==> config.mk <==
export PLATFORM = sky130hd
export DESIGN_NAME = kna_sqrt
export DESIGN_NICKNAME = d
export VERILOG_FILES = /design/src/hw/rtl/kna_pkg.sv /design/src/hw/rtl/kna_sqrt.sv
export SDC_FILE = /design/constraint.sdc
export NUM_CORES = 1
export LEC_CHECK = 0
export BUFFER_PORTS_ARGS = -buffer_cell sky130_fd_sc_hd__buf_2
export CORE_MARGIN = 2
export CORE_UTILIZATION = 63
export DETAILED_ROUTE_END_ITERATION = 7
export PLACE_DENSITY = 0.87
export REMOVE_ABC_BUFFERS = 1
export SYNTH_ARGS = -nofsm -noshare
export SYNTH_HDL_FRONTEND = slang
export SYNTH_SLANG_ARGS = --single-unit
==> constraint.sdc <==
create_clock -name clock -period 4.5 [get_ports clock]
set_input_delay 0.45 -clock clock [delete_from_list [all_inputs] [get_ports clock]]
set_output_delay 0.45 -clock clock [all_outputs]
set_load 0.02 [all_outputs]
==> src/hw/rtl/kna_pkg.sv <==
// Shared types, constants and codes for the k-means nearest centroid block.
`default_nettype none
package kna_pkg;

   localparam int MAX_CLUSTERS_DEF  = 32;
   localparam int VECTOR_LENGTH_DEF = 64;

   localparam int ACC_W   = 40;
   localparam int SQ_IN_W = 56;
   localparam int SQ_RT_W = SQ_IN_W / 2;
   localparam int DIVD_W  = 56;
   localparam int DIVS_W  = 40;

   localparam logic       FUNC_LOAD  = 1'b0;
   localparam logic       FUNC_POINT = 1'b1;
   localparam logic       CSR_COSINE = 1'b0;
   localparam logic       CSR_ACTIVE = 1'b1;
   localparam logic [31:0] DIST_COS_ZERO = 32'd131072;
   localparam logic [31:0] COS_ONE       = 32'd65536;
   localparam logic [5:0]  ACTIVE_RESET  = 6'd20;

   typedef struct packed {
      logic               func;
      logic [4:0]         cluster_index;
      logic [5:0]         element_index;
      logic signed [15:0] value;
      logic               last_element;
      logic [4:0]         previous_cluster;
   } req_type;

   typedef struct packed {
      logic [4:0]  nearest_cluster;
      logic [31:0] distance;
      logic        changed;
   } rsp_type;

   typedef enum logic [3:0] {
      ST_IDLE,
      ST_PASS,
      ST_FRD,
      ST_FLAT,
      ST_SQ1,
      ST_SQ2,
      ST_MUL,
      ST_DIV,
      ST_CMP,
      ST_OUT
   } state_type;

endpackage
`default_nettype wire

==> src/hw/rtl/kna_sqrt.sv <==
// Iterative integer square root, one root bit per cycle.
`default_nettype none
module kna_sqrt (
   input  wire logic                       clock,
   input  wire logic                       reset,
   input  wire logic                       start,
   input  wire logic [kna_pkg::SQ_IN_W-1:0] x,
   output logic                            done,
   output logic [kna_pkg::SQ_RT_W-1:0]     root
);
   import kna_pkg::*;

   localparam int CNT_W = $clog2(SQ_RT_W);

   logic [SQ_IN_W-1:0] x_ff, x_in;
   logic [SQ_RT_W+1:0] rem_ff, rem_in;
   logic [SQ_RT_W-1:0] root_ff, root_in;
   logic [CNT_W-1:0]   cnt_ff, cnt_in;
   logic               busy_ff, busy_in;
   logic               done_ff, done_in;
   logic [SQ_RT_W+3:0] rem_sh;
   logic [SQ_RT_W+3:0] trial;

   always_comb begin
      rem_sh  = {rem_ff, x_ff[SQ_IN_W-1 -: 2]};
      trial   = {2'b00, root_ff, 2'b01};
      x_in    = x_ff;
      rem_in  = rem_ff;
      root_in = root_ff;
      cnt_in  = cnt_ff;
      busy_in = busy_ff;
      done_in = 1'b0;
      if (start && !busy_ff) begin
         x_in    = x;
         rem_in  = '0;
         root_in = '0;
         cnt_in  = CNT_W'(SQ_RT_W - 1);
         busy_in = 1'b1;
      end else if (busy_ff) begin
         x_in = {x_ff[SQ_IN_W-3:0], 2'b00};
         if (rem_sh >= trial) begin
            rem_in  = (SQ_RT_W+2)'(rem_sh - trial);
            root_in = {root_ff[SQ_RT_W-2:0], 1'b1};
         end else begin
            rem_in  = rem_sh[SQ_RT_W+1:0];
            root_in = {root_ff[SQ_RT_W-2:0], 1'b0};
         end
         cnt_in = cnt_ff - 1'b1;
         if (cnt_ff == '0) begin
            busy_in = 1'b0;
            done_in = 1'b1;
         end
      end
   end

   always_ff @(posedge clock) begin
      x_ff    <= x_in;
      rem_ff  <= rem_in;
      root_ff <= root_in;
      cnt_ff  <= cnt_in;
      if (reset) begin
         busy_ff <= 1'b0;
         done_ff <= 1'b0;
      end else begin
         busy_ff <= busy_in;
         done_ff <= done_in;
      end
   end

   assign done = done_ff;
   assign root = root_ff;

endmodule
`default_nettype wire

# Word-level counts from Yosys, hierarchy flattened
# Cells that the tools add are included.
[classes]
n_addsub = 2
div_mod_pow = 0
order_cmp = 1
n_shift = 0
bitwise = 1
n_eq_ne = 0
reduce_logical = 5
multipliers = 0
n_mux = 8
[ops]
columns = ["op", "n"]
rows = [
  ["$mux W56", 2],
  ["$ge A32 B30 Y1", 1],
  ["$mux W30", 1],
  ["$sub A30 B30 Y30", 1],
  ["$logic_not A5 Y1", 1],
  ["$mux W1", 5],
  ["$sub A5 B1 Y5 const B", 1],
  ["$reduce_or A3 Y1", 1],
  ["$reduce_bool A2 Y1", 1],
  ["$logic_and A1 B1 Y1", 1],
  ["$logic_not A1 Y1", 1],
  ["$not A1 Y1", 1],
]
[totals]
output_inout_bits = 29
n_memories = 0
latchBits = 0
wordCells = 23
ff_bits = 121
romBits = 0
ram_bits = 0
input_bits = 59

# Logic depth before layout (Yosys ltp)
# Gate-level depths: netlist (run 1).
[depth]
ltp_word = 4
mapped_depth = 12
ltp_nobuf = 10

# Worst setup path after synthesis (run 1)
# OpenSTA, ideal clock, no wires.
[synth_timing]
path_type = "reg2reg"
start = "register root_ff[0] (netlist: root[0])"
end = "register rem_ff[26]"
arrival_time_ns = 2.599
setup_slack_ns = 1.763
required_time_ns = 4.362
stages_incl_launch_ff = 13
path_buffers = 2
synth_period_minus_slack_ns = 2.737
setup_ns = 0.138
cell_sequence = "dfxtp_1 inv_1 ha_1 nor2b_4 o311ai_4 a2111oi_2 or2_1 buf_4 a41o_2 a31oi_4 buf_6 mux2i_1 o221ai_1"
[synth_between]
elab_chain_len = 2
elab_cells_between_ends = 3
classes_between = "add/sub: 1; order compare: 1; mux: 1"
[synth_rtl]
columns = ["item", "line", "source"]
rows = [
  ["from (decl)", "kna_sqrt.sv:17", "logic [SQ_RT_W-1:0] root_ff, root_in;"],
  ["from (signal assigned)", "kna_sqrt.sv:59", "root_ff <= root_in;"],
  ["$sub A30 B30 Y30 or $ge A32 B30 Y1 (tied branches)", "kna_sqrt.sv:42, kna_sqrt.sv:41", ""],
  ["$mux W30 (*)", "kna_sqrt.sv:41", "if (rem_sh >= trial) begin"],
  ["to (signal assigned)", "kna_sqrt.sv:58", "rem_ff <= rem_in;"],
  ["to (decl)", "kna_sqrt.sv:16", "logic [SQ_RT_W+1:0] rem_ff, rem_in;"],
]
# Every way passes the cells marked *; elsewhere a longest branch is shown, timed or not.
# A chain may end at the register's enable or synchronous reset.

# Worst setup path in the final report (run 1)
[layout_timing]
start = "register root_ff[3] (netlist: root[3])"
end = "register rem_ff[10]"
# The elaborated chain is that of the path after synthesis.

==> metrics.csv, run 1 <==
metric,value,unit
status,"complete, no violations",
final hold violations,0,
Post-synth ARST share,0,%
GRT Util Overall,28.7,%
Die Wd,106,um
Worst Path Arrival,3740,ps
first-pass GRT wire length,25200,um
Gate Count Post-Synth,634,
slowest CP cell,a31oi_4,
fin crit period,3370,ps
clock skew,6.79,ps
pre-CTS setup slack,1240,ps
Final WS setup,1130,ps
Synth area leader,edfxtp_1,
HP Start,reset,
Syn Area/Cell,10.3,um2
r2r setup slk,1130,ps
hold depth,2,
clock tree from TritonCTS,yes,
cell-by-cell trace of the critical path,"inv_1, ha_1, a21oi_1, and2_1, a2111oi_2, or2_1, a41o_2, a31oi_4, buf_4, mux2i_1, o22ai_1",
wire per inst,18.1,um
synthesized cell area,6520,um2
n_diodes,0,
Starting Density,64.0,%
CTS Root Cell,clkbuf_8,
Detailed Place HPWL,10000,um
DIE HEIGHT,106,um
# DRC,0,
sequential area share after synthesis,45.8,%
io pins,88,
power density over the cells,687,nW/um2
grt ovf,0,
Worst setup SP type,flip-flop,
GP Congestion,0.928,
largest cells by area after synthesis,"edfxtp_1, dfxtp_1, mux2_2",
RR Startpoint,root[3]$_SDFFE_PP0P_,
pin count of the biggest net entering global routing,58,
clock buffer depth,2,
CP required,4870,ps
Sink Count,121,
Highest Clock Rate,0.297,GHz
port bufs,87,
Worst slew margin,22.3,%
Post-CTS Hold Buffers,0,
Hold Path Sink,done$_SDFF_PP0_,
Worst-Skew Late Latency,530,ps
fin crit share,74.9,%
total number of vias,5204,
"most common cell after layout, fill and taps aside",buf_2,
synth warn,0,
Post-synth EDFFs,56,
top cell type's share of synthesized area,25.8,%
vias in the first global route,5302,
"antenna viol nets, final",0,
Via density,6.09,
Max Cap Viol,0,
Setup-failing EPs final,0,
Resize count post-CTS,0,
RSZ-0062 raised after global routing,false,
drt total wl,15500,um
Placed Cells,822,
worst slew pin tran,1160,ps
fraction of layout cells with a size suffix above 1,26.6,%
Hold WC Path Type,in -> reg,
critical path's largest stage delay,430,ps
CTS Buf Count,17,
Max Fanout on Critical Path,19,
htree depth,4,
fin. max-slew vios,0,
synth unique cells,57,
synthesis-to-layout area growth,16.3,%
Nets,795,
cell count of the worst reg-to-reg path,11,
row count,37,
top_reg_cell synth,dfxtp_1,
Worst VDD drop,0.416,mV
most frequent cells in the layout,"buf_2, dfxtp_1, nand2_1",
CP Capture Type,flip-flop,
Setup CP Type,reg -> reg,
Reg-to-Reg End,rem_ff[10]$_SDFFE_PP0P_,
drt first pass iters,5,
setup bufs post-CTS,0,
Starting DRT DRC Count,324,
DIE AREA,11200,um2
clock slew at reported path FFs,60,ps
core area,10200,um2
initial antenna violation count,0,
fin cells,854,
post-synthesis register bit count,121,
Pleak,0.00308,uW
post-route setup TNS,0,ps
cells by family (layout without fill, tap and decap cells):
kind of cell	Yosys count	in the layout	share of synthesized area (%)
flip-flops	121	121	45.8
AND/OR/NAND/NOR	144	144	10.6
AO/OA/AOI/OAI	157	157	16.5
XOR/XNOR	29	29	3.90
buffers and inverters	78	162	4.84
multiplexers	74	74	12.4
adder cells (fa/ha/maj)	31	31	5.95
how the worst max path moves through the flow:
stage | cells past startpoint | from | end
3_3_place_gp | 11 | root[0]$_SDFFE_PP0P_ | rem_ff[7]$_SDFFE_PP0P_
6_report | 11 | root[3]$_SDFFE_PP0P_ | rem_ff[10]$_SDFFE_PP0P_
4_1_cts | 11 | root[3]$_SDFFE_PP0P_ | rem_ff[8]$_SDFFE_PP0P_
5_1_grt | 11 | root[0]$_SDFFE_PP0P_ | rem_ff[8]$_SDFFE_PP0P_
2_1_floorplan | 2 | busy_ff$_SDFF_PP0_ | x_ff[10]$_DFFE_PP_
3_5_place_dp | 11 | root[0]$_SDFFE_PP0P_ | rem_ff[8]$_SDFFE_PP0P_
state kept, by name (all words and copies together) (netlist names):
name     cells
x_ff        56
rem_ff      30
root        28
cnt_ff       5
busy_ff      1
done         1
cell usage after synthesis (all sizes together) (2+ instances only):
| master | n |
|---|---|
| a211oi | 2 |
| a21o | 16 |
| a21oi | 35 |
| a31o | 2 |
| a31oi | 3 |
| a32oi | 11 |
| and2 | 3 |
| and3 | 9 |
| and4 | 3 |
| buf | 8 |
| clkbuf | 32 |
| dfxtp | 65 |
| edfxtp | 56 |
| ha | 31 |
| inv | 38 |
| mux2 | 55 |
| mux2i | 19 |
| nand2 | 59 |
| nand2b | 2 |
| nand3 | 14 |
| nand3b | 2 |
| nand4 | 6 |
| nor2 | 19 |
| nor2b | 7 |
| nor3 | 14 |
| o2111ai | 2 |
| o211ai | 3 |
| o21a | 5 |
| o21ai | 32 |
| o22ai | 6 |
| o311ai | 2 |
| o31ai | 29 |
| or2 | 2 |
| xnor2 | 18 |
| xor2 | 11 |
metal layers:
layer	routed length [um]	track usage (%)	vias up	part of all wire [%]
met4	474	13.1	0	3.1
met2	7720	49.2	221	50
met5	0	0	-	0
met3	1190	8.84	55	7.7
met1	6100	32.7	2461	39
li1	-	-	2467	-
cell type report:
| cell class | count | area, um2 |
|---|---|---|
| repair buffers | 92 | 473 |
| fillers | 707 | 2610 |
| clock buffers | 17 | 414 |
| multi-input cells | 435 | 3230 |
| clock inverters | 15 | 166 |
| inverters | 38 | 143 |
| flip-flops and latches | 121 | 2980 |
| well taps | 136 | 170 |
power breakdown:
part / leakage (uW) / switching [uW] / internal [uW] / total [uW]
Clock: 0.000270 / 533 / 798 / 1330
Sequential: 0.00110 / 128 / 1350 / 1480
Combinational: 0.00171 / 1350 / 1040 / 2390
Total: 0.00308 / 2010 / 3190 / 5200
critical path: cells and delay by family (launching register included):
kind / cells / cell delay (ps)
AOI/OAI and AO/OA: 5 / 1150
and+or+nand+nor: 2 / 530
buffers and inverters: 2 / 490
adders and majority gates: 1 / 400
DFF: 1 / 360
muxes: 1 / 280
through the flow:
stage / area [um2] / power [uW] / utilization [%] / hold slack, ps
detailed placement: 7000 / 3770 / 68.7 / 461
global route: 7580 / 5480 / 74.4 / 121
floorplan: 6340 / 3290 / - / 434
CTS: 7580 / 5160 / 74.4 / 94.2
global placement: 7000 / 3690 / 68.7 / 444
finish: 7580 / 5200 / 74.4 / 114
Note: power is estimated with default switching activity, not from simulation.
==> run 2, diff against run 1 <==
--- a/config.mk
+++ b/config.mk
@@ -7,9 +7,9 @@
 export LEC_CHECK = 0
 export BUFFER_PORTS_ARGS = -buffer_cell sky130_fd_sc_hd__buf_2
 export CORE_MARGIN = 2
-export CORE_UTILIZATION = 63
+export CORE_UTILIZATION = 58
 export DETAILED_ROUTE_END_ITERATION = 7
-export PLACE_DENSITY = 0.87
+export PLACE_DENSITY = 0.81
 export REMOVE_ABC_BUFFERS = 1
 export SYNTH_ARGS = -nofsm -noshare
 export SYNTH_HDL_FRONTEND = slang
==> constraint.sdc (replaced) <==
create_clock -name clock -period 3.4 [get_ports clock]
set_input_delay 0.34 -clock clock [delete_from_list [all_inputs] [get_ports clock]]
set_output_delay 0.34 -clock clock [all_outputs]
set_load 0.02 [all_outputs]
==> run 2 against run 1 <==
- clock skew up 2.8 ps
- sequential power up 31%
- clock power is 14% higher
- core utilization is 5.1 points lower
- global-route usage down 3.1 points
- sequential share of layout area is 0.18 points higher
- first-iteration DRC count decreased by 35%
- worst setup slack got worse by 680 ps
- fmax grew 14%
- final area fell by 0.45%
- final cell count is 1.1% higher
==> metrics.csv, run 2 (same netlist as run 1, synthesis figures left out) <==
metric,value,unit,change
hold depth,2,,unchanged
core area,10900,um2,+6.9%
critical path's largest stage delay,450,ps,+20 ps
cell-by-cell trace of the critical path,"inv_1, ha_1, nor2b_4, o311ai_4, a2111oi_2, or2_1, a41o_2, a31oi_4, nand2b_1, o221ai_1",,
GP Congestion,0.957,,+3.2%
GRT Util Overall,25.6,%,-3.1 points
Sink Count,121,,unchanged
max reg flops,56,,unchanged
r2r setup slk,440,ps,-680 ps
synthesis-to-layout area growth,15.7,%,
power density over the cells,872,nW/um2,+27%
io pins,88,,unchanged
slowest CP cell,nand2b_1,,
Setup-failing EPs final,0,,unchanged
fin cells,863,,+1.1%
# DRC,0,,unchanged
drt total wl,14300,um,-7.7%
Worst VDD drop,0.452,mV,+8.9%
Starting Density,59.9,%,-4.1 points
"antenna viol nets, final",0,,unchanged
row count,38,,+2.7%
Starting DRT DRC Count,209,,-35%
Util after Layout,69.3,%,-5.1 points
clock skew,9.61,ps,+2.82 ps
CP Capture Type,flip-flop,,
Net Sw Frac,38.3,%,-0.37 points
wire per inst,16.6,um,-8.7%
pin count of the biggest net entering global routing,51,,-12%
Nets,800,,+0.63%
Worst setup SP type,flip-flop,,
Max Cap Viol,0,,unchanged
DIE HEIGHT,110,um,+4.1%
CTS Buf Count,17,,unchanged
crit path launch,root[0]$_SDFFE_PP0P_,,
Clock power frac,23.1,%,-2.5 points
Detailed Place HPWL,9870,um,-1.3%
Placed Cells,830,,+0.97%
Fin Hold WS,98.5,ps,-15.3 ps
combinational power share,47.4,%,+1.4 points
Reg-to-Reg End,rem_ff[26]$_SDFFE_PP0P_,,
Worst Path Arrival,3350,ps,-390 ps
setup bufs post-CTS,0,,unchanged
Hold WC Path Type,in -> reg,,
clock slew at reported path FFs,60,ps,about the same
RSZ-0062 raised after global routing,false,,
fillers,829,,+17%
n_diodes,0,,unchanged
fin. max-slew vios,0,,unchanged
"most common cell after layout, fill and taps aside",buf_2,,
worst slew pin tran,693,ps,-472 ps
post-route setup TNS,0,ps,unchanged
Worst slew margin,53.7,%,+31 points
most frequent cells in the layout,"buf_2, dfxtp_1, nand2_1",,
CP required,3790,ps,-1080 ps
DIE AREA,12100,um2,+8.3%
grt ovf,0,,unchanged
Flop pwr share,29.5,%,+1.1 points
Pwr Total,6580,uW,+26%
CTS Root Cell,clkbuf_8,,
Pleak,0.00307,uW,-0.20%
port bufs,87,,unchanged
cell count of the worst reg-to-reg path,10,,-1
total number of vias,5047,,-3.0%
Via density,5.85,,-4.0%
fin crit share,86.9,%,+12 points
Psw,2520,uW,+25%
Worst-Skew Late Latency,540,ps,about the same
RR Startpoint,root[0]$_SDFFE_PP0P_,,
status,"complete, no violations",,
Die Wd,110,um,+4.1%
clock buffer depth,2,,unchanged
first-pass GRT wire length,23700,um,-5.9%
Max Fanout on Critical Path,12,,-7
vias in the first global route,5067,,-4.4%
Highest Clock Rate,0.338,GHz,+14%
initial antenna violation count,0,,unchanged
Int Power,4060,uW,+27%
fraction of layout cells with a size suffix above 1,26.3,%,-0.32 points
final hold violations,0,,unchanged
drt first pass iters,5,,unchanged
Setup CP Type,reg -> reg,,
clock tree from TritonCTS,yes,,
htree depth,4,,unchanged
Setup crit end,rem_ff[26]$_SDFFE_PP0P_,,
largest register by flop count,x_ff,,
fin crit period,2960,ps,-417 ps
-- run 2: area by class of cell --
| type | count | area, um2 | share of cell area (%) |
|---|---|---|---|
| sequential | 121 | 2980 | 39.6 |
| timing repair buffer | 97 | 513 | 6.80 |
| inverter | 38 | 143 | 1.89 |
| clock inverter | 14 | 83.8 | 1.11 |
| tap | 140 | 175 | 2.32 |
| multi-input combinational | 435 | 3230 | 42.8 |
| clock buffer | 18 | 418 | 5.54 |
-- run 2: worst min path at each step --
stage | slack, ps | end | start
after floorplan | 410 | done$_SDFF_PP0_ | reset
after global placement | 440 | cnt_ff[4]$_SDFFE_PP1P_ | cnt_ff[4]$_SDFFE_PP1P_
after detailed placement | 460 | cnt_ff[4]$_SDFFE_PP1P_ | cnt_ff[4]$_SDFFE_PP1P_
after CTS | 90 | x_ff[6]$_DFFE_PP_ | x[6]
after global routing | 80 | x_ff[21]$_DFFE_PP_ | x[21]
final | 100 | x_ff[6]$_DFFE_PP_ | x[6]
-- run 2: stage by stage --
stage                     area [um2]  setup WS [ps]
after floorplan                 6340           -759
after global placement          7030            520
after detailed placement        7030            467
after CTS                       7540            429
after global routing            7540            263
final                           7540            445
-- run 2: critical path: cells and delay by family (launching register included) --
family,cells,cell delay (ps)
AOI/OAI and AO/OA,5,1110
adders and majority gates,1,350
buffers and inverters,1,70
DFF,1,350
and+or+nand+nor,3,930
-- run 2: power by group through the flow --
| stage | Sequential [uW] | Clock (uW) | Combinational (uW) |
|---|---|---|---|
| floorplan | 1940 | 0 | 2410 |
| finish | 1940 | 1520 | 3120 |
| CTS | 1940 | 1540 | 3080 |
| global placement | 1960 | 0 | 2980 |
| global route | 1970 | 1610 | 3420 |
| detailed placement | 1960 | 0 | 3060 |
-- run 2: timing repair --
action / in CTS / in global routing
hold buffers: 1 / 0
gates resized for setup: 0 / 0
endpoints found under the setup margin: 0 / 0
hold endpoints to repair: 2 / 0
-- run 2: per-layer routing --
layer | wire length (um) | GRT usage [%]
met5 | 0 | 0
met4 | 240 | 9.40
met3 | 978 | 9.52
met2 | 6850 | 42.1
met1 | 6230 | 30.7
