### src/hw/rtl/kna_pkg.sv
// Shared types, constants and codes for the k-means nearest centroid block.
`default_nettype none
package kna_pkg;

   localparam int MAX_CLUSTERS_DEF  = 32;
   localparam int VECTOR_LENGTH_DEF = 64;

   localparam int ACC_W   = 40;
   localparam int SQ_IN_W = 56;
   localparam int SQ_RT_W = SQ_IN_W / 2;
   localparam int DIVD_W  = 56;
   localparam int DIVS_W  = 40;

   localparam logic       FUNC_LOAD  = 1'b0;
   localparam logic       FUNC_POINT = 1'b1;
   localparam logic       CSR_COSINE = 1'b0;
   localparam logic       CSR_ACTIVE = 1'b1;
   localparam logic [31:0] DIST_COS_ZERO = 32'd131072;
   localparam logic [31:0] COS_ONE       = 32'd65536;
   localparam logic [5:0]  ACTIVE_RESET  = 6'd20;

   typedef struct packed {
      logic               func;
      logic [4:0]         cluster_index;
      logic [5:0]         element_index;
      logic signed [15:0] value;
      logic               last_element;
      logic [4:0]         previous_cluster;
   } req_type;

   typedef struct packed {
      logic [4:0]  nearest_cluster;
      logic [31:0] distance;
      logic        changed;
   } rsp_type;

   typedef enum logic [3:0] {
      ST_IDLE,
      ST_PASS,
      ST_FRD,
      ST_FLAT,
      ST_SQ1,
      ST_SQ2,
      ST_MUL,
      ST_DIV,
      ST_CMP,
      ST_OUT
   } state_type;

endpackage
`default_nettype wire

### src/hw/rtl/kna_div.sv
// Restoring unsigned divider, one quotient bit per cycle.
`default_nettype none
module kna_div (
   input  wire logic                      clock,
   input  wire logic                      reset,
   input  wire logic                      start,
   input  wire logic [kna_pkg::DIVD_W-1:0] dividend,
   input  wire logic [kna_pkg::DIVS_W-1:0] divisor,
   output logic                           done,
   output logic [kna_pkg::DIVD_W-1:0]     quotient
);
   import kna_pkg::*;

   localparam int CNT_W = $clog2(DIVD_W);

   logic [DIVD_W-1:0] q_ff, q_in;
   logic [DIVS_W-1:0] d_ff, d_in;
   logic [DIVS_W-1:0] rem_ff, rem_in;
   logic [CNT_W-1:0]  cnt_ff, cnt_in;
   logic              busy_ff, busy_in;
   logic              done_ff, done_in;
   logic [DIVS_W:0]   sh;

   always_comb begin
      // quotient register doubles as the dividend shifter
      sh      = {rem_ff, q_ff[DIVD_W-1]};
      q_in    = q_ff;
      d_in    = d_ff;
      rem_in  = rem_ff;
      cnt_in  = cnt_ff;
      busy_in = busy_ff;
      done_in = 1'b0;
      if (start && !busy_ff) begin
         q_in    = dividend;
         d_in    = divisor;
         rem_in  = '0;
         cnt_in  = CNT_W'(DIVD_W - 1);
         busy_in = 1'b1;
      end else if (busy_ff) begin
         if (sh >= {1'b0, d_ff}) begin
            rem_in = DIVS_W'(sh - {1'b0, d_ff});
            q_in   = {q_ff[DIVD_W-2:0], 1'b1};
         end else begin
            rem_in = sh[DIVS_W-1:0];
            q_in   = {q_ff[DIVD_W-2:0], 1'b0};
         end
         cnt_in = cnt_ff - 1'b1;
         if (cnt_ff == '0) begin
            busy_in = 1'b0;
            done_in = 1'b1;
         end
      end
   end

   always_ff @(posedge clock) begin
      q_ff   <= q_in;
      d_ff   <= d_in;
      rem_ff <= rem_in;
      cnt_ff <= cnt_in;
      if (reset) begin
         busy_ff <= 1'b0;
         done_ff <= 1'b0;
      end else begin
         busy_ff <= busy_in;
         done_ff <= done_in;
      end
   end

   assign done     = done_ff;
   assign quotient = q_ff;

endmodule
`default_nettype wire

### config.mk
export PLATFORM = sky130hd
export DESIGN_NAME = kna_div
export DESIGN_NICKNAME = d
export VERILOG_FILES = /design/src/hw/rtl/kna_pkg.sv /design/src/hw/rtl/kna_div.sv
export SDC_FILE = /design/constraint.sdc
export NUM_CORES = 1
export LEC_CHECK = 0
export BUFFER_PORTS_ARGS = -buffer_cell sky130_fd_sc_hd__buf_2
export CORE_MARGIN = 2
export CORE_UTILIZATION = 35
export DETAILED_ROUTE_END_ITERATION = 16
export PLACE_DENSITY = 0.52
export SLEW_MARGIN = 20
export SYNTH_ARGS = -nofsm -noshare
export SYNTH_HDL_FRONTEND = slang
export SYNTH_SLANG_ARGS = --single-unit
### constraint.sdc
create_clock -name clock -period 8.6 [get_ports clock]
set_input_delay 1.72 -clock clock [delete_from_list [all_inputs] [get_ports clock]]
set_output_delay 1.72 -clock clock [all_outputs]
set_load 0.005 [all_outputs]
Word-level counts from Yosys, hierarchy flattened

Index checks and enable logic that the tools add are counted.

Input port bits: 99
Register bits after elaboration: 144
Output and inout bits: 57
Logic and storage cells: 23

Add/subtract/negate cells: 2
Reductions and logical operators: 5
Bitwise gates (word level): 1
$lt $le $gt $ge: 1
Muxes and demuxes: 8

Operators with widths:

| kind                                             | number |
|---|---|
| two-way mux 56 bit                               | 2 |
| >= comparator 41 x 40 -> 1 bit                   | 1 |
| two-way mux 40 bit                               | 1 |
| subtractor 40 bit                                | 1 |
| zero test 6 bit                                  | 1 |
| subtractor 6 x 1 -> 6 bit, second input constant | 1 |
| two-way mux 1 bit                                | 5 |
| OR reduction 3 bit                               | 1 |
| nonzero test 2 bit                               | 1 |
| logical AND 1 bit                                | 1 |
| zero test 1 bit                                  | 1 |
| NOT 1 bit                                        | 1 |

Logic depth before layout (Yosys ltp)

Gate-level depths: netlist (run 1).

Depth in word-level cells: 4
Gate-level depth with buffers: 15
Mapped depth without buffers: 13

Worst setup path after synthesis (run 1)

OpenSTA, ideal clock, no wires.

Kind: input port to flip-flop
Start: input start
End: register q_ff[0] (netlist: quotient[0]) (enable)
Library setup time: 0.410 ns
Data required time: 8.190 ns
Arrival: 3.594 ns
Cell stages on the path: 5
Setup slack: 4.596 ns
Path buffers: 3
Path through: clkbuf_1 -> nor2_1 -> clkbuf_1 -> clkbuf_1 -> inv_1

Cells in the longest elaborated chain, start to end: 2

RTL lines:

| element                      | line          | source |
|---|---|---|
| start: declaration           | kna_div.sv:6  | `input wire logic start,` |
| logical AND 1 bit            | kna_div.sv:33 | `if (start && !busy_ff) begin` |
| nonzero test 2 bit (no line) | n/a           |  |
| end signal: assignment       | kna_div.sv:56 | `q_ff <= q_in;` |
| end: declaration             | kna_div.sv:16 | `logic [DIVD_W-1:0] q_ff, q_in;` |

No other way between the ends.
A chain may end at the register's enable or synchronous reset.

Final worst setup path (run 1)

Start: input start
End: register q_ff[16] (netlist: quotient[16]), data pin

Cells in the longest elaborated chain, start to end: 2

RTL lines:

| element            | line |
|---|---|
| logical AND 1 bit  | kna_div.sv:33 |
| two-way mux 56 bit | kna_div.sv:33 |
| via q_in[16]       | kna_div.sv:16 |

The timed path passes the listed nets, and every way through them passes these cells.

==> results.md, run 1 <==
* Cells taking the most area after synthesis: edfxtp_1 36%, dfxtp_1 12%, nand2_1 11%, ha_1 6.6%, a21oi_1 3.5%
* Post-Route Utilization at 42.2%
* Routability cong. at 0.863
* Post-CTS Resized at 0
* Worst R2R End: quotient[0]
* Vias after detailed routing at 6443
* Startpoint Class: primary input
* Post-route DRC at 0
* Post-synthesis sequential area ratio at 48.2%
* Crit path depth at 7
* Number of flops mapped to enable cells by yosys at 96
* Critical path peak fanout at 59
* Maximum VDD drop at 0.000146 V
* Initial DRC count at 287
* Placed wire-length estimate at 14100 um
* Layout cells sized above 1 at 21.4%
* Die height at 155 um
* CTS tree: built
* Syn Area/Cell at 9.27 um^2
* RSZ-0062 raised after global routing: no
* Slew headroom at 48.3%
* Ys async rst share at 0%
* I/O pin count at 156
* Most numerous cell in the Yosys netlist: nand2_1
* Core box area at 0.0225 mm^2
* Layout area overhead at 19.1%
* Post-route ant nets at 0
* Syn Inst Count at 860
* Clock Latency Late Sink at 420 ps
* Yosys top cell area share at 36.2%
* Total Neg Setup Slack at 0 ps
* CP arrival at 4090 ps
* Cell area after synthesis at 0.00797 mm^2
* Initial Util at 35.4%
* Largest net degree at the start of global routing at 60
* Fillers at 2294
* Hold Path Class: reg -> reg
* Top delay family on crit path: buffers and inverters
* Yosys cell types at 71
* FMAX at 256 MHz
* Hold Fails Final Rpt at 0
* Commonest cells post-synth: 226 x nand2_1, 96 x edfxtp_1, 55 x a21oi_1
* CP endpoint kind: register
* Drt pass-1 iters at 5
* Reg2reg start: d_ff[20]
* Post-synth net total at 1002
* GRT Util Overall at 17.2%
* Crit path max-delay cell type: clkinv_2
* # Post-CTS Setup Buffers at 0
* Synth area leader: edfxtp_1
* Setup ws final at 4690 ps
* Status: finished, final reports clean
* Final clock skew at 9.12 ps
* CP required at 8780 ps
* Setup CP Type: in -> reg
* Placement row count at 55
* Top_reg_cell synth: edfxtp_1
* CTS Buf Count at 17
* Drt wl/cell at 15.4 um
* Max Cap Viol at 0
* Actual slew at the worst max-slew pin at 775 ps
* Clock-pin slew on the worst setup and hold paths at 60 ps
* Die Width at 155 um
* Clock Sinks at 144
* Max stage delay on crit path at 790 ps
* CTS Hold Bufs at 0
* Yosys warns at 0
* Fin crit period at 3910 ps
* Setup WS pre-CTS at 4160 ps
* Buf+Inv Stages, Crit Path at 4
* CP Cell Sequence: buf_2, nand2_2, buf_4, clkinv_2, buf_4, nand2_1, nand2_1
* Buffer depth of the longest clock path at 2
* Port Buffer Count at 155
* Congestion Overflow GR at 0
* Final setup viols at 0
* Die Area at 0.0240 mm^2
* Leak pwr at 4.31 nW
* Vias in the first global route at 6370
* Antenna violations before repair at 2
* Period utilization at 45.4%
* CTS root buffer: clkbuf_16
* Fin. max-slew vios at 0
* Reg2reg setup slack at 5120 ps
* Global-route wire length before repair at 32900 um
* Termination of the worst setup path: quotient[16]
* CP startpoint: start
* Post-synthesis register bit count at 144
* CTS H-tree lvls at 4
* Final #Nets at 1142
* Drt total wl at 20000 um
* Routed vias/inst at 4.96
* Worst Reg2Reg Path Length in Cells at 10
* Power Density at 301 mW/mm^2
==> report_power, final <==
part / leakage, nW / total, mW / switching (mW) / internal [mW]
Clock: 0.276 / 0.730 / 0.304 / 0.426
Sequential: 1.35 / 0.979 / 0.0933 / 0.886
Combinational: 2.69 / 1.15 / 0.674 / 0.478
Total: 4.31 / 2.86 / 1.07 / 1.79
==> through the flow <==
step / total power [mW] / std cells / hold slack, ps / instance area [um^2]
6_report: 2.86 / 1298 / 467 / 9500
5_1_grt: 3.08 / 1297 / 491 / 9490
4_1_cts: 2.89 / 1297 / 470 / 9490
3_5_place_dp: 2.15 / 1266 / 461 / 8930
3_3_place_gp: 2.14 / 1266 / 456 / 8930
2_1_floorplan: 1.91 / 860 / 444 / 7970
==> how the worst min path moves through the flow <==
stage | start | cells after the start | end
finish | rem_ff[10] | 2 | rem_ff[10]
global route | rem_ff[5] | 2 | rem_ff[5]
CTS | rem_ff[25] | 2 | rem_ff[25]
detailed placement | rem_ff[25] | 2 | rem_ff[25]
global placement | rem_ff[25] | 2 | rem_ff[25]
floorplan | rem_ff[12] | 2 | rem_ff[12]
==> logic make-up after synthesis <==
| kind of cell | Yosys count | share of synthesized area (%) |
|---|---|---|
| adders and majority gates | 43 | 6.84 |
| muxes | 5 | 0.659 |
| xor gates and xnor gates | 37 | 4.06 |
| DFF | 144 | 48.2 |
| AOI/OAI and AO/OA | 203 | 16.8 |
| buffers and inverters | 96 | 5.57 |
| and+or+nand+nor | 332 | 17.9 |
==> cell usage in the layout, fill, tap and decap left out, types with 5 or more instances in the layout <==
master,netlist,routed
o21bai_1,7,7
xnor2_1,20,20
o21ai_1,34,34
xor2_1,17,17
o31ai_1,6,6
nand2b_1,6,6
buf_2,11,155
a21oi_1,55,55
a31oi_1,5,5
nand3_1,10,10
clkinv_2,0,5
clkbuf_16,0,17
a22o_1,10,10
dfxtp_1,48,48
nand4_1,7,7
edfxtp_1,96,96
nor2b_1,7,7
a32oi_1,8,8
o21ai_0,21,21
nand2_1,226,225
buf_4,2,7
and3_1,6,6
a21o_1,16,16
nor3_1,8,8
inv_1,54,52
nor2_1,42,41
ha_1,42,42
==> worst min-delay path, stage by stage (launching register included) <==
cell     delay, ps
dfxtp_1        320
nand2_1         50
o21ai_1         50
==> sequential cells by signal (all words and copies together), names as in the netlist <==
signal    count
cnt_ff        6
rem_ff       40
busy_ff       1
d_ff         40
quotient     56
done          1
==> layout make-up <==
cell class                 instances  area [um^2]  area share (%)
inverter                          55          208            2.19
tap                              285          357            3.75
clock buffer                      18          429            4.52
antenna                            1         2.50          0.0264
clock inverter                    13          139            1.46
timing repair buffer             162          828            8.72
sequential                       144         3840            40.5
multi-input combinational        620         3690            38.9
==> routing by layer <==
| metal | GRT usage, % | part of all wire (%) | vias to the layer above |
|---|---|---|---|
| met1 | 22.6 | 47 | 2977 |
| met3 | 5.74 | 6.8 | 26 |
| met2 | 26.8 | 44 | 156 |
| met5 | 0 | 0.065 | - |
| met4 | 5.51 | 1.6 | 2 |
| li1 | - | - | 3282 |
No activity file was read; power rests on OpenSTA's default activity.
==> inputs of run 2 (changes only) <==
--- a/config.mk
+++ b/config.mk
@@ -9,7 +9,7 @@
 export CORE_MARGIN = 2
 export CORE_UTILIZATION = 35
 export DETAILED_ROUTE_END_ITERATION = 16
-export PLACE_DENSITY = 0.52
+export PLACE_DENSITY = 0.54
 export SLEW_MARGIN = 20
 export SYNTH_ARGS = -nofsm -noshare
 export SYNTH_HDL_FRONTEND = slang
==> constraint.sdc (replaced) <==
create_clock -name clock -period 3.3 [get_ports clock]
set_input_delay 0.66 -clock clock [delete_from_list [all_inputs] [get_ports clock]]
set_output_delay 0.66 -clock clock [all_outputs]
set_load 0.005 [all_outputs]
==> run 2 against run 1 <==
  * Register-to-register slack lost 4900 ps
  * Critical path depth is 5 higher
  * Clock-buffer cell count unchanged
  * Sequential share of layout area shrank 0.35 points
  * Sequential power grew to 2.6 times the previous value
  * Utilization increased by 0.37 points
  * Highest routed layer unchanged
==> results.md, run 2 (synthesized netlist as in run 1, its figures left out) <==
* Status: finished, final reports clean
* Core box area at 0.0225 mm^2 (unchanged)
* Hold Fails Final Rpt at 0 (unchanged)
* CTS tree: built
* # Post-CTS Setup Buffers at 0 (unchanged)
* Reg2reg setup slack at 260 ps (-4860 ps)
* Setup WS pre-CTS at 172 ps (-3990 ps)
* Slew headroom at 59.8% (+11 points)
* Vias after detailed routing at 6454 (+0.17%)
* Layout area overhead at 20.2%
* Global-route wire length before repair at 33400 um (+1.4%)
* Post-route DRC at 0 (unchanged)
* Commonest non-fill, non-tap cell in the layout: nand2_1
* CP required at 3650 ps (-5130 ps)
* Clock-pin slew on the worst setup and hold paths at 70 ps (about the same)
* Critical path peak fanout at 4 (-93%)
* Crit path max-delay cell type: fa_1
* Leak pwr at 4.35 nW (+0.80%)
* Largest net degree at the start of global routing at 59 (-1.7%)
* Maximum VDD drop at 0.000331 V (+130%)
* Buffer depth of the longest clock path at 2 (unchanged)
* Hold Path Class: in -> reg
* I/O pin count at 156 (unchanged)
* Vias in the first global route at 6515 (+2.3%)
* Post-route ant nets at 0 (unchanged)
* Flip-flop count of the largest register after layout at 56 (unchanged)
* Final clock skew at 16.9 ps (+7.77 ps)
* CTS Buf Count at 17 (unchanged)
* Actual slew at the worst max-slew pin at 603 ps (-171 ps)
* RSZ-0062 raised after global routing: no
* Top delay family on crit path: compound AO/OA/AOI/OAI gates
* Routability cong. at 0.879 (+1.8%)
* CP Cell Sequence: inv_1, ha_1, fa_1, and2b_1, o2111ai_1, a21o_1, and3_4, o211a_4, nor4_4, o2111ai_1, mux2_1, o211ai_1
* Final #Nets at 1147 (+0.44%)
* Initial DRC count at 304 (+5.9%)
* GRT Util Overall at 17.5% (+0.31 points)
* FMAX at 329 MHz
* Placed wire-length estimate at 14800 um (+4.8%)
* Routed vias/inst at 4.95 (-0.37%)
* CP endpoint kind: register
* Fin crit period at 3040 ps
* Die Area at 0.0240 mm^2 (unchanged)
* CP startpoint: quotient[55]
* Die height at 155 um (unchanged)
* CTS H-tree lvls at 4 (unchanged)
* Drt wl/cell at 15.7 um (+2.3%)
* Die Width at 155 um (unchanged)
* Crit path depth at 12 (+5)
* Drt pass-1 iters at 4 (-1)
* CTS Hold Bufs at 0 (unchanged)
* Reg2reg start: quotient[55]
* Clock Sinks at 144 (unchanged)
* Worst R2R End: rem_ff[38]
* Congestion Overflow GR at 0 (unchanged)
* Placement row count at 55 (unchanged)
* Total Neg Setup Slack at 0 ps (unchanged)
* CTS root buffer: clkbuf_16
* Most used cell, CP: o2111ai_1
* Termination of the worst setup path: rem_ff[38]
* CP arrival at 3390 ps (-700 ps)
* Power Density at 787 mW/mm^2 (+160%)
* Most frequent cells in the layout: 225 x nand2_1, 155 x buf_2, 96 x edfxtp_1
* Initial Util at 35.4% (unchanged)
* Worst Reg2Reg Path Length in Cells at 12 (+2)
* Clock Latency Late Sink at 430 ps (about the same)
* Tot Pwr at 7.54 mW (+160%)
* Final setup viols at 0 (unchanged)
* Fin. max-slew vios at 0 (unchanged)
* Layout cells sized above 1 at 22.0% (+0.56 points)
* Antenna violations before repair at 2 (unchanged)
* Setup CP Type: reg -> reg
* Max stage delay on crit path at 390 ps (-400 ps)
* Buf+Inv Stages, Crit Path at 1 (-3)
* Drt total wl at 20600 um (+2.9%)
* Setup ws final at 259 ps (-4430 ps)
* Port Buffer Count at 155 (unchanged)
* Post-CTS Resized at 0 (unchanged)
* Max Cap Viol at 0 (unchanged)
* Period utilization at 92.2%
* Startpoint Class: register
## run 2: final cells by class
class                           instances  area, um^2
Sequential cell                       144        3840
Clock buffer                           18         429
Timing Repair Buffer                  167         903
Inverter                               55         208
Tap cell                              285         357
Clock inverter                         14         139
Antenna cell                            2        5.00
Multi-Input combinational cell        620        3690
Fill cell                            2233       12900
## run 2: power breakdown
group | switching [mW] | internal [mW] | leakage, nW
logic | 1.79 | 1.31 | 2.73
registers | 0.246 | 2.31 | 1.35
clock network | 0.884 | 1.00 | 0.271
## run 2: worst register-to-register path, cell delays in order (launching register included)
cell and delay, ps:
edfxtp_1 370, inv_1 50, ha_1 220, fa_1 390, and2b_1 250, o2111ai_1 150
a21o_1 250, and3_4 180, o211a_4 270, nor4_4 180, o2111ai_1 170, mux2_1 330
o211ai_1 170
## run 2: how the worst min path moves through the flow
stage | start | end | slack [ps] | depth (start not counted)
CTS | divisor[21] | d_ff[21] | 390 | 1
detailed placement | rem_ff[25] | rem_ff[25] | 460 | 2
global placement | rem_ff[4] | rem_ff[4] | 460 | 2
finish | divisor[21] | d_ff[21] | 410 | 1
floorplan | rem_ff[12] | rem_ff[12] | 440 | 2
global route | divisor[20] | d_ff[20] | 390 | 1
## run 2: through the flow
step / cells / util [%] / hold slack (ps) / cell area, um^2
global placement: 1271 / 40.0 / 458 / 9000
detailed placement: 1271 / 40.0 / 461 / 9000
CTS: 1303 / 42.5 / 387 / 9570
global route: 1303 / 42.5 / 389 / 9570
floorplan: 860 / - / 444 / 7970
finish: 1305 / 42.6 / 407 / 9580
## run 2: routing by layer
metal  part of all wire [%]  global-route usage (%)  routed length [um]  vias to the layer above
met3                    7.5                    5.68                1550                       16
met5                  0.063                       0                  13                        -
li1                       -                       -                   -                     3292
met4                    1.0                    5.16                 208                        2
met1                     46                    22.5                9420                     2964
met2                     46                    28.3                9370                      180
==> inputs of run 3 (changes only) <==
--- a/config.mk
+++ b/config.mk
@@ -9,7 +9,7 @@
 export CORE_MARGIN = 2
 export CORE_UTILIZATION = 35
 export DETAILED_ROUTE_END_ITERATION = 16
-export PLACE_DENSITY = 0.54
+export PLACE_DENSITY = 0.52
 export SLEW_MARGIN = 20
 export SYNTH_ARGS = -nofsm -noshare
 export SYNTH_HDL_FRONTEND = slang
==> constraint.sdc (replaced) <==
create_clock -name clock -period 3.6 [get_ports clock]
set_input_delay 0.72 -clock clock [delete_from_list [all_inputs] [get_ports clock]]
set_output_delay 0.72 -clock clock [all_outputs]
set_load 0.005 [all_outputs]
==> run 3 against run 2 <==
  * Utilization is 0.056 points lower
  * Non-clock buffer count decreased by 2
  * Die area is the same
  * Via count is 0.45% lower
  * Final area shrank 0.13%
  * Sequential power shrank 8.2%
  * Hold slack improved by 59 ps
  * Routed wire length down 0.61%
  * Global-route usage down 0.20 points
  * First-iteration DRC count up 26%
  * Maximum frequency decreased by 7.5%
==> results.md, run 3 (synthesized netlist as in run 1, its figures left out) <==
* Antenna violations before repair at 5 (+3)
* Actual slew at the worst max-slew pin at 719 ps (+116 ps)
* Clock Sinks at 144 (unchanged)
* CP required at 3940 ps (+290 ps)
* Most used cell, CP: o2111ai_1
* Reg2reg setup slack at 310 ps (+50 ps)
* Initial DRC count at 382 (+26%)
* Switch share at 37.7% (-1.0 points)
* Most frequent cells in the layout: 225 x nand2_1, 155 x buf_2, 96 x edfxtp_1
* Placed wire-length estimate at 14300 um (-3.2%)
* CP Cell Sequence: inv_1, ha_1, fa_1, and2b_1, o2111ai_1, a21o_1, and3_4, o211a_4, nor4_4, o2111ai_1, mux2_1, o211ai_1
* CTS H-tree lvls at 4 (unchanged)
* Maximum VDD drop at 0.000282 V (-15%)
* CTS Buf Count at 17 (unchanged)
* Multi-input logic area at 0.00370 mm^2 (about the same)
* CTS Hold Bufs at 0 (unchanged)
* Drt pass-1 iters at 4 (unchanged)
* Termination of the worst setup path: rem_ff[38]
* Hold Path Class: in -> reg
* Core box area at 0.0225 mm^2 (unchanged)
* Max stage delay on crit path at 380 ps (about the same)
* Crit path max-delay cell type: edfxtp_1
* I/O pin count at 156 (unchanged)
* Fin crit period at 3290 ps (+248 ps)
* Leak pwr at 4.35 nW (about the same)
* Crit path depth at 12 (unchanged)
* Post-route DRC at 0 (unchanged)
* Drt wl/cell at 15.7 um (-0.38%)
* Clock-pin slew on the worst setup and hold paths at 60 ps (about the same)
* Routability cong. at 0.854 (-2.9%)
* Period utilization at 91.4% (-0.79 points)
* Drt total wl at 20400 um (-0.61%)
* CTS root buffer: clkbuf_16
* Post-route ant nets at 0 (unchanged)
* RSZ-0062 raised after global routing: no
* CP arrival at 3630 ps (+240 ps)
* Startpoint Class: register
* FMAX at 304 MHz (-7.5%)
* Final setup viols at 0 (unchanged)
* Worst Reg2Reg Path Length in Cells at 12 (unchanged)
* Design Area, Final at 0.00957 mm^2 (-0.13%)
* Tot Pwr at 6.98 mW (-7.4%)
* CP endpoint kind: register
* Routed vias/inst at 4.93 (-0.22%)
* Max Cap Viol at 0 (unchanged)
* Global-route wire length before repair at 33200 um (-0.76%)
* Layout area overhead at 20.0%
* GRT Util Overall at 17.3% (-0.20 points)
* Final #Nets at 1145 (-0.17%)
* Port Buffer Count at 155 (unchanged)
* Comb pwr share at 40.7% (-0.4 points)
* Fillers at 2273 (+1.8%)
* Initial Util at 35.4% (unchanged)
* Power Density at 729 mW/mm^2 (-7.3%)
* Buffer depth of the longest clock path at 2 (unchanged)
* Die height at 155 um (unchanged)
* Die Area at 0.0240 mm^2 (unchanged)
* Largest net degree at the start of global routing at 59 (unchanged)
* CP startpoint: quotient[55]
* Commonest non-fill, non-tap cell in the layout: nand2_1
* Flop pwr share at 33.5% (-0.4 points)
* Final clock skew at 12.8 ps (-4.08 ps)
* Flip-flop count of the largest register after layout at 56 (unchanged)
* Layout cells sized above 1 at 21.8% (-0.25 points)
* Status: finished, final reports clean
* Critical path peak fanout at 4 (unchanged)
* Clock Latency Late Sink at 430 ps (about the same)
* Congestion Overflow GR at 0 (unchanged)
* Setup CP Type: reg -> reg
* Hold Fails Final Rpt at 0 (unchanged)
* CTS tree: built
* Sw power at 2.63 mW (-9.9%)
* Die Width at 155 um (unchanged)
* Sequential Area at 0.00384 mm^2 (unchanged)
* Top delay family on crit path: compound AO/OA/AOI/OAI gates
* Area post-placement at 0.00897 mm^2 (-0.31%)
* # Post-CTS Setup Buffers at 0 (unchanged)
* Vias in the first global route at 6320 (-3.0%)
* Vias after detailed routing at 6425 (-0.45%)
* Placement row count at 55 (unchanged)
* Slew headroom at 52.0% (-7.8 points)
* Clk pwr share at 25.8% (+0.7 points)
* Worst R2R End: rem_ff[38]
* Fin. max-slew vios at 0 (unchanged)
* Total Neg Setup Slack at 0 ps (unchanged)
* Buf+Inv Stages, Crit Path at 1 (unchanged)
* Pint at 4.35 mW (-5.9%)
* Reg2reg start: quotient[55]
* Post-CTS Resized at 0 (unchanged)
-- run 3: changes by cell type in the layout (fill, tap and decap cells not counted), moves of 2 or more --
| cell | delta |
|---|---|
| clkinv_4 | +3 |
| bufinv_16 | +2 |
| clkinvlp_4 | -2 |
| inv_8 | -4 |
| clkinv_2 | +3 |
-- run 3: cell type report --
type,instances,share of cell area [%]
Tap cell,285,3.73
Timing Repair Buffer,165,9.16
Multi-Input combinational cell,620,38.6
Inverter,55,2.17
Clock buffer,18,4.49
Sequential cell,144,40.2
Antenna cell,1,0.0262
Clock inverter,14,1.62
-- run 3: stage by stage --
stage	utilization, %	std cells	hold WS, ps	setup slack [ps]
4_1_cts	42.5	1301	450	332
3_3_place_gp	39.9	1269	459	350
2_1_floorplan	-	860	444	596
3_5_place_dp	39.9	1269	462	355
6_report	42.5	1302	466	311
5_1_grt	42.5	1301	450	165
-- run 3: layer usage --
metal / global-route usage, % / wire (um) / vias up
met1: 23.4 / 9740 / 2927
met4: 5.11 / 264 / 6
met5: 0 / 44 / -
li1: - / - / 3291
met3: 5.63 / 1450 / 21
met2: 26.5 / 8930 / 180
-- run 3: power groups by stage --
stage               Sequential, mW  Combinational [mW]  Clock (mW)
CTS                           2.34                2.83        1.84
global placement              2.37                2.83           0
floorplan                     2.32                2.23           0
detailed placement            2.36                2.82           0
finish                        2.34                2.84        1.80
global route                  2.38                3.20        1.92
-- run 3: worst min path at each step --
stage / from / endpoint / slack, ps / cells past startpoint
2_1_floorplan: rem_ff[12] / rem_ff[12] / 440 / 2
5_1_grt: divisor[21] / d_ff[21] / 450 / 1
3_5_place_dp: rem_ff[5] / rem_ff[5] / 460 / 2
3_3_place_gp: rem_ff[4] / rem_ff[4] / 460 / 2
4_1_cts: divisor[0] / d_ff[0] / 450 / 1
6_report: divisor[0] / d_ff[0] / 470 / 1
-- run 3: worst register-to-register path, cell delays in order, from the launching register on --
cell and delay, ps:
edfxtp_1 380, inv_1 60, ha_1 220, fa_1 390, and2b_1 250, o2111ai_1 150, a21o_1 260, and3_4 190
o211a_4 270, nor4_4 320, o2111ai_1 200, mux2_1 340, o211ai_1 180
